**src/design/invalidation_history_ring_top_assert.svh**
```systemverilog
// Assertion macros shared by the invalidation history ring RTL.
// Depends on nothing; included by the modules that carry assertions.
`ifndef INVALIDATION_HISTORY_RING_TOP_ASSERT_SVH
`define INVALIDATION_HISTORY_RING_TOP_ASSERT_SVH

// Same-cycle implication, disabled while reset is asserted (active low).
`define IHR_ASSERT_NOW(lbl, clk, rstn, ante, cons, msg) \
    lbl: assert property (@(posedge clk) disable iff (!(rstn)) (ante) |-> (cons)) \
        else $error(msg);

// Next-cycle implication, disabled while reset is asserted (active low).
`define IHR_ASSERT_NEXT(lbl, clk, rstn, ante, cons, msg) \
    lbl: assert property (@(posedge clk) disable iff (!(rstn)) (ante) |=> (cons)) \
        else $error(msg);

`endif

```
**src/design/ihr_pkg.sv**
```systemverilog
// Package for the invalidation history ring: sizes, command codes, shared structs.
// Depends on nothing; imported by every module of the block except ihr_ram.
package ihr_pkg;

    localparam int HISTORY_DEPTH = 16;
    localparam int GEN_W         = 64;
    localparam int KEY_W         = 64;
    localparam int SLOT_W        = (HISTORY_DEPTH > 1) ? $clog2(HISTORY_DEPTH) : 1;
    // Holds a distance of 0 .. HISTORY_DEPTH and slot sums below twice the depth.
    localparam int SPAN_W        = SLOT_W + 1;
    localparam int ENTRY_W       = GEN_W + KEY_W;

    localparam logic [SLOT_W-1:0] LAST_SLOT  = SLOT_W'(HISTORY_DEPTH - 1);
    localparam logic [SPAN_W-1:0] DEPTH_SPAN = SPAN_W'(HISTORY_DEPTH);

    typedef enum logic {
        CMD_RECORD = 1'b0,
        CMD_QUERY  = 1'b1
    } cmd_t;

    // Access request from the sequencer to the ring storage.
    typedef struct packed {
        logic              wr_en;
        logic              clear_all;
        logic [SLOT_W-1:0] wr_idx;
        logic [GEN_W-1:0]  wr_stamp;
        logic [KEY_W-1:0]  wr_key;
        logic              rd_en;
        logic [SLOT_W-1:0] rd_idx;
    } ring_req_t;

    // Entry returned in the cycle after a read.
    typedef struct packed {
        logic [GEN_W-1:0] stamp;
        logic [KEY_W-1:0] key;
    } ring_rsp_t;

    typedef struct packed {
        logic             flag;
        logic [GEN_W-1:0] gen;
    } result_t;

    function automatic logic [SLOT_W-1:0] next_slot(input logic [SLOT_W-1:0] s);
        return (s == LAST_SLOT) ? '0 : s + 1'b1;
    endfunction

endpackage

```
**src/design/ihr_ram.sv**
```systemverilog
// Generic single-write, single-read synchronous RAM with registered read data.
// Depends on nothing.
module ihr_ram #(
    parameter int WIDTH = 8,
    parameter int DEPTH = 16,
    parameter int ADDR_W = (DEPTH > 1) ? $clog2(DEPTH) : 1
) (
    input  logic              aclk,
    input  logic              we,
    input  logic [ADDR_W-1:0] waddr,
    input  logic [WIDTH-1:0]  wdata,
    input  logic              re,
    input  logic [ADDR_W-1:0] raddr,
    output logic [WIDTH-1:0]  rdata
);

    logic [WIDTH-1:0] mem_reg [DEPTH];
    logic [WIDTH-1:0] rdata_reg;

    always_ff @(posedge aclk) begin
        if (we) begin
            mem_reg[waddr] <= wdata;
        end
        if (re) begin
            rdata_reg <= mem_reg[raddr];
        end
    end

    assign rdata = rdata_reg;

endmodule

```
**src/design/ihr_ring.sv**
```systemverilog
// Ring storage: stamp and key per slot in one RAM, plus per-slot stamp valid bits.
// Depends on ihr_pkg and ihr_ram.
module ihr_ring
    import ihr_pkg::*;
(
    input  logic      aclk,
    input  logic      aresetn,
    input  ring_req_t req,
    output ring_rsp_t rsp
);

    logic [HISTORY_DEPTH-1:0] valid_reg;
    logic [HISTORY_DEPTH-1:0] valid_next;
    logic                     rd_valid_reg;
    logic [ENTRY_W-1:0]       rdata;

    ihr_ram #(
        .WIDTH (ENTRY_W),
        .DEPTH (HISTORY_DEPTH)
    ) u_ram (
        .aclk  (aclk),
        .we    (req.wr_en),
        .waddr (req.wr_idx),
        .wdata ({req.wr_stamp, req.wr_key}),
        .re    (req.rd_en),
        .raddr (req.rd_idx),
        .rdata (rdata)
    );

    // A slot whose valid bit is clear reads with a zero stamp; keys are kept.
    always_comb begin
        valid_next = valid_reg;
        if (req.clear_all) begin
            valid_next = '0;
        end
        if (req.wr_en) begin
            valid_next[req.wr_idx] = 1'b1;
        end
    end

    always_ff @(posedge aclk) begin
        if (!aresetn) begin
            valid_reg <= '0;
        end else begin
            valid_reg <= valid_next;
        end
        if (req.rd_en) begin
            rd_valid_reg <= valid_reg[req.rd_idx];
        end
    end

    assign rsp.stamp = rd_valid_reg ? rdata[ENTRY_W-1:KEY_W] : '0;
    assign rsp.key   = rdata[KEY_W-1:0];

endmodule

```
**src/design/ihr_seq.sv**
```systemverilog
// Sequencer: generation counter, record writes and the slot-by-slot query walk.
// Depends on ihr_pkg and the assertion macro header.
`include "invalidation_history_ring_top_assert.svh"

module ihr_seq
    import ihr_pkg::*;
(
    input  logic             aclk,
    input  logic             aresetn,
    input  logic             in_valid,
    output logic             in_ready,
    input  cmd_t             in_cmd,
    input  logic [KEY_W-1:0] in_key,
    input  logic [GEN_W-1:0] in_since,
    output ring_req_t        ring_req,
    input  ring_rsp_t        ring_rsp,
    output logic             res_valid,
    input  logic             res_ready,
    output result_t          res
);

    typedef enum logic [1:0] {
        ST_IDLE,
        ST_PREP,
        ST_WALK,
        ST_HOLD
    } state_t;

    state_t            state_reg;
    logic [GEN_W-1:0]  gen_reg;
    logic [SLOT_W-1:0] head_reg;
    logic [KEY_W-1:0]  key_reg;
    logic [GEN_W-1:0]  since_reg;
    logic [SLOT_W-1:0] rd_slot_reg;
    logic [GEN_W-1:0]  chk_gen_reg;
    logic [SPAN_W-1:0] left_reg;
    logic              flag_reg;

    logic              accept;
    logic [GEN_W-1:0]  gen_inc;
    logic              wrap;
    logic [GEN_W-1:0]  rec_gen;
    logic [SLOT_W-1:0] rec_slot;
    logic              rec_ok;
    logic [GEN_W-1:0]  dist_full;
    logic              q_same;
    logic              q_bad_range;
    logic [SPAN_W-1:0] q_span;
    logic [SPAN_W-1:0] back;
    logic [SPAN_W-1:0] start_sum;
    logic [SLOT_W-1:0] start_slot;
    logic              walk_hit;
    logic              walk_last;

    assign in_ready = (state_reg == ST_IDLE);
    assign accept   = in_valid && in_ready;

    // Record path: advance the generation, restart at one on wrap.
    assign gen_inc  = gen_reg + 1'b1;
    assign wrap     = (gen_inc == '0);
    assign rec_gen  = wrap ? GEN_W'(1) : gen_inc;
    assign rec_slot = wrap ? '0 : next_slot(head_reg);
    assign rec_ok   = (in_key != '0);

    // Query range checks and the first slot of the walk.
    assign dist_full   = gen_reg - since_reg;
    assign q_same      = (gen_reg == since_reg);
    assign q_bad_range = (gen_reg < since_reg) || (dist_full > GEN_W'(HISTORY_DEPTH));
    assign q_span      = dist_full[SPAN_W-1:0];
    assign back        = q_span - 1'b1;
    assign start_sum   = {1'b0, head_reg} + DEPTH_SPAN - back;
    assign start_slot  = (start_sum >= DEPTH_SPAN) ? SLOT_W'(start_sum - DEPTH_SPAN)
                                                   : start_sum[SLOT_W-1:0];

    assign walk_hit  = (ring_rsp.stamp != chk_gen_reg) || (ring_rsp.key == key_reg);
    assign walk_last = (left_reg == SPAN_W'(1));

    always_comb begin
        ring_req          = '0;
        ring_req.wr_idx   = rec_slot;
        ring_req.wr_stamp = rec_gen;
        ring_req.wr_key   = in_key;
        ring_req.rd_idx   = rd_slot_reg;
        unique case (state_reg)
            ST_IDLE: begin
                if (accept && in_cmd == CMD_RECORD && rec_ok) begin
                    ring_req.wr_en     = 1'b1;
                    ring_req.clear_all = wrap;
                end
            end
            ST_PREP: begin
                ring_req.rd_idx = start_slot;
                ring_req.rd_en  = (key_reg != '0) && !q_same && !q_bad_range;
            end
            ST_WALK: begin
                ring_req.rd_en = !walk_hit && !walk_last;
            end
            ST_HOLD: begin
            end
            default: begin
            end
        endcase
    end

    always_ff @(posedge aclk) begin
        if (!aresetn) begin
            state_reg <= ST_IDLE;
            gen_reg   <= '0;
            head_reg  <= LAST_SLOT;
        end else begin
            unique case (state_reg)
                ST_IDLE: begin
                    if (accept) begin
                        key_reg   <= in_key;
                        since_reg <= in_since;
                        if (in_cmd == CMD_RECORD) begin
                            flag_reg <= rec_ok;
                            if (rec_ok) begin
                                gen_reg  <= rec_gen;
                                head_reg <= rec_slot;
                            end
                            state_reg <= ST_HOLD;
                        end else begin
                            state_reg <= ST_PREP;
                        end
                    end
                end
                ST_PREP: begin
                    priority if (key_reg == '0) begin
                        flag_reg  <= 1'b1;
                        state_reg <= ST_HOLD;
                    end else if (q_same) begin
                        flag_reg  <= 1'b0;
                        state_reg <= ST_HOLD;
                    end else if (q_bad_range) begin
                        flag_reg  <= 1'b1;
                        state_reg <= ST_HOLD;
                    end else begin
                        rd_slot_reg <= next_slot(start_slot);
                        chk_gen_reg <= since_reg + 1'b1;
                        left_reg    <= q_span;
                        state_reg   <= ST_WALK;
                    end
                end
                ST_WALK: begin
                    priority if (walk_hit) begin
                        flag_reg  <= 1'b1;
                        state_reg <= ST_HOLD;
                    end else if (walk_last) begin
                        flag_reg  <= 1'b0;
                        state_reg <= ST_HOLD;
                    end else begin
                        rd_slot_reg <= next_slot(rd_slot_reg);
                        chk_gen_reg <= chk_gen_reg + 1'b1;
                        left_reg    <= left_reg - 1'b1;
                    end
                end
                ST_HOLD: begin
                    if (res_ready) begin
                        state_reg <= ST_IDLE;
                    end
                end
                default: begin
                    state_reg <= ST_IDLE;
                end
            endcase
        end
    end

    assign res_valid = (state_reg == ST_HOLD);
    assign res.flag  = flag_reg;
    assign res.gen   = gen_reg;

    `IHR_ASSERT_NOW(a_walk_span, aclk, aresetn, state_reg == ST_WALK,
        (left_reg != '0) && (left_reg <= DEPTH_SPAN), "walk count out of range")
    `IHR_ASSERT_NOW(a_walk_gen, aclk, aresetn, state_reg == ST_WALK,
        (gen_reg != '0) && (chk_gen_reg <= gen_reg) && (chk_gen_reg > since_reg),
        "walk generation outside the capture window")
    `IHR_ASSERT_NEXT(a_rec_adv, aclk, aresetn,
        accept && (in_cmd == CMD_RECORD) && (in_key != '0),
        (gen_reg != $past(gen_reg)) && (gen_reg != '0),
        "accepted record did not advance the generation")
    `IHR_ASSERT_NOW(a_write_only_idle, aclk, aresetn, ring_req.wr_en,
        accept && (state_reg == ST_IDLE), "ring write outside an accepted record")

endmodule

```
**src/design/invalidation_history_ring_top.sv**
```systemverilog
// Top level of the invalidation history ring: stream ports, sequencer, ring storage
// and the result register. Depends on ihr_pkg, ihr_seq and ihr_ring.
//
//  Channel  | Direction | tdata (low bit up)                 | tuser
//  ---------+-----------+------------------------------------+---------------
//  s_       | request   | key[63:0], since_generation[63:0]  | command
//  m_       | result    | flag, current_generation[63:0]     | (none)
//
// Requests are taken one at a time. A record goes straight to the hold state; a query
// passes a prep state, then walks at most HISTORY_DEPTH ring slots through the single
// RAM read port. The input is ready again once the result has moved out of the hold
// state. Reset is synchronous and active low; the generation and all slot stamps read as
// zero right after it, with no clearing pass. A result waiting in the output register does
// not block the next request; a second finished result waits in the sequencer meanwhile.
module invalidation_history_ring_top
    import ihr_pkg::*;
(
    input  logic         aclk,
    input  logic         aresetn,
    input  logic         s_tvalid,
    output logic         s_tready,
    input  logic [127:0] s_tdata,   // [63:0] key, [127:64] since_generation
    input  logic [0:0]   s_tuser,   // [0] command
    output logic         m_tvalid,
    input  logic         m_tready,
    output logic [71:0]  m_tdata    // [0] flag, [64:1] current_generation, zero pad
);

    ring_req_t ring_req;
    ring_rsp_t ring_rsp;
    logic      res_valid;
    logic      res_ready;
    result_t   res;

    logic      m_valid_reg;
    result_t   m_res_reg;

    // The sequencer owns the generation counter and walks the ring slot by slot.
    ihr_seq u_seq (
        .aclk      (aclk),
        .aresetn   (aresetn),
        .in_valid  (s_tvalid),
        .in_ready  (s_tready),
        .in_cmd    (cmd_t'(s_tuser[0])),
        .in_key    (s_tdata[KEY_W-1:0]),
        .in_since  (s_tdata[KEY_W+GEN_W-1:KEY_W]),
        .ring_req  (ring_req),
        .ring_rsp  (ring_rsp),
        .res_valid (res_valid),
        .res_ready (res_ready),
        .res       (res)
    );

    // Stamps and keys live in one RAM; stamps of cleared slots read as zero.
    ihr_ring u_ring (
        .aclk    (aclk),
        .aresetn (aresetn),
        .req     (ring_req),
        .rsp     (ring_rsp)
    );

    // Output register: loads when empty or when its current result is taken.
    assign res_ready = !m_valid_reg || m_tready;

    always_ff @(posedge aclk) begin
        if (!aresetn) begin
            m_valid_reg <= 1'b0;
        end else if (res_ready) begin
            m_valid_reg <= res_valid;
        end
        if (res_valid && res_ready) begin
            m_res_reg <= res;
        end
    end

    assign m_tvalid = m_valid_reg;
    assign m_tdata  = {7'd0, m_res_reg.gen, m_res_reg.flag};

endmodule

```
**config.mk**
```make
export PLATFORM = sky130hd
export DESIGN_NAME = invalidation_history_ring_top
export DESIGN_NICKNAME = d
export VERILOG_FILES = /design/src/design/ihr_pkg.sv /design/src/design/ihr_ram.sv /design/src/design/ihr_ring.sv /design/src/design/ihr_seq.sv /design/src/design/invalidation_history_ring_top.sv
export VERILOG_INCLUDE_DIRS = /design/src /design/src/design
export SDC_FILE = /design/constraint.sdc
export NUM_CORES = 2
export LEC_CHECK = 0
export BUFFER_PORTS_ARGS = -buffer_cell sky130_fd_sc_hd__clkbuf_2
export CORE_MARGIN = 5
export CORE_UTILIZATION = 63
export DETAILED_ROUTE_END_ITERATION = 7
export GPL_TIMING_DRIVEN = 1
export HOLD_SLACK_MARGIN = 0.05
export PLACE_DENSITY = 0.81
export SYNTH_ARGS = -nofsm -noshare
export SYNTH_HDL_FRONTEND = slang
export SYNTH_HIERARCHICAL = 1
export SYNTH_SLANG_ARGS = --single-unit
```
**constraint.sdc**
```tcl
create_clock -name aclk -period 20 [get_ports aclk]
set_input_delay 4 -clock aclk [delete_from_list [all_inputs] [get_ports aclk]]
set_output_delay 4 -clock aclk [all_outputs]
set_load 0.01 [all_outputs]
```
==> metrics.txt <==
status=finished, violations left; failing checks=max-capacitance violations, max-slew violations; starting density of the core=0.6350; H-Tree Depth=4; Seq. cell area=around 75000 um2; Startpoint Class=input port; most common cell after layout, fill and taps aside=edfxtp_1; sequential area share after synthesis=0.7060; vias in the first global route=~63000; Synth area leader=edfxtp_1; max-slew violations=2; GP Congestion=just over 1; number of vias per cell=approximately 7.2; fin util=0.6993; sw frac=0.3054; TritonCTS buffer count=about 240; count of state elements after synthesis=approximately 2500; Pwr Total=about 0.014 W; clock share of power=0.320; maximum vdd drop=0.1195 mV; initial drt markers=~11000; CP Max Fanout=between 40 and 50; Critical Setup Path Class=in -> reg; largest net degree at the start of global routing=roughly 130; warnings from Yosys=6; max-cap violation count=1; max reg flops=about 2000; area of the multi-input gates=29000 um2; hold_buf cts=0; FF-to-FF path depth=14; Total GRT Usage=0.3634; Avg Inst Size Synth=roughly 17 um2; vias after detailed routing=roughly 63000; Worst Hold Launch=u_seq/gen_reg[0]; Post-synth EDFFs=about 2400; fmax=around 110 MHz; layout cells sized above 1=0.1931; gr ovfl total=0; Clk Latency, worst-skew pair=900 ps; Final WS setup=10920 ps; post-synth top area share=0.6896; most frequent cells in the layout=edfxtp_1, mux4_2, nand2_1; Main synth FF type=edfxtp_1; RSZ-0062 raised after global routing=false; post-route ant nets=0; num rows=150; post-CTS setup buffer count=0; TNS Setup=0 ps; CTS Root Cell=clkbuf_16; die height=between 400 and 500 um; global-route wire length before repair=460.1 mm; Die Wd=roughly 420 um; clock sink total=around 2500; Post-Syn Area=approximately 110000 um2; post-synthesis cell type count=120; Int Power=~0.010 W; Nets=approximately 6600; Hold WC Path Type=reg -> reg; post-CTS sizing=0; RR Endpoint=u_ring/u_ram/mem_reg[3][113]; CTS tree=done; Ports=207; Worst Setup EP=u_ring/u_ram/mem_reg[4][13]; combinational share of power=0.248; initial antenna violation count=18; Area Overhead vs Synth=10.13%; drt pass-1 iters=6; Clk pin slew, worst setup/hold paths=60 ps; Core ar.=167600 um2; port bufs=just under 200; Psw=0.004388 W; synth top area cells=edfxtp_1, mux4_2, dfxtp_1; final worst-path cycle share=0.4539; WL/cell=37.57 um; Filler cells=between 9000 and 10000; Placement Setup Slack=roughly 10000 ps; worst slew pin tran=around 1500 ps; Clock Path Buffers=3; crit path launch=s_tdata[38]; Async S/R FF share, synth=0; cell count after synthesis=between 6000 and 7000; CP Capture Type=register; HPWL Detailed=181.2 mm; Power Dens Cells=around 120 nW/um2; static leakage=just under 40 nW; flop-to-flop setup slack=11770 ps; Min Clock Period, post-route=approximately 9100 ps; relative slew slack=-0.01404; RR Startpoint=u_seq/gen_reg[15]; Critical Path RT=20500 ps; area of the die=roughly 180000 um2; Worst Path Arrival=about 9600 ps; final wirelength=329.0 mm; DRC viols=0; Flop pwr share=0.432; clk_skew=around 100 ps; Hold Vio Cnt, Final=0; Final setup viols=0
-- how the worst min path moves through the flow --
| stage | end | slack (ps) | cells after the start |
|---|---|---|---|
| finish | m_tdata[1] | 440 | 0 |
| global route | m_tdata[1] | 450 | 0 |
| CTS | m_tdata[1] | 440 | 0 |
| detailed placement | m_tdata[1] | 420 | 0 |
| global placement | m_tdata[1] | 420 | 0 |
| floorplan | m_tdata[11] | 430 | 0 |
-- power groups by stage --
stage               Sequential, W  Clock, W  Combinational, W
floorplan                 0.00630         0           0.00240
global placement          0.00629         0           0.00328
detailed placement        0.00630         0           0.00336
CTS                       0.00620   0.00460           0.00350
global route              0.00621   0.00487           0.00371
finish                    0.00620   0.00460           0.00356
-- worst max-delay path: stages --
cell	delay [ps]
clkbuf_2	250
nor4_2	860
nand4_1	490
nor4_2	1110
or3_1	230
buf_4	320
clkinv_1	320
buf_4	370
nand3b_1	420
nor3_2	100
buf_4	400
buf_4	540
-- layer usage --
layer	global-route usage	part of all wire	vias up
met5	0	0.00010	-
met4	0.2171	0.073	6
met3	0.06951	0.11	1057
met2	0.5963	0.49	5420
met1	0.4564	0.33	31810
li1	-	-	24950
-- stage by stage --
stage	area (um2)	cells	hold slack, ps
after floorplan	106400	6164	431.4
after global placement	109400	8307	424.6
after detailed placement	109400	8307	420.3
after CTS	117100	8745	436.4
after global routing	117200	8749	449.2
final	117200	8755	437.3
-- cells by family after synthesis --
kind of cell / synth area share
DFF: 0.7060
and+or+nand+nor: 0.06315
AOI/OAI and AO/OA: 0.05200
muxes: 0.1160
buffers and inverters: 0.02469
xor gates and xnor gates: 0.02848
adders and majority gates: 0.009664
other: 0.00003524
-- synth_stat cells (84+ instances only) --
cell type     n
edfxtp_1   2444
mux4_2      476
nand2_1     358
a22oi_1     221
xnor2_1     197
clkbuf_1    170
nor2_1      169
a21oi_1     160
xor2_1      149
mux2i_1     144
and2_1      136
inv_1       127
o21ai_0     121
nand3_1     112
nand4_1      98
dfxtp_1      87
buf_4        85
nor4_1       84
-- final cells by class --
| type | count | share of cell area |
|---|---|---|
| multi-input cells | 3127 | 0.2474 |
| clock inverters | 149 | 0.01365 |
| diodes | 10 | 0.0002135 |
| repair buffers | 316 | 0.01738 |
| clock buffers | 289 | 0.05261 |
| flip-flops and latches | 2531 | 0.6411 |
| well taps | 2204 | 0.02353 |
| inverters | 129 | 0.004132 |
Power figures use the tool's default switching activity.
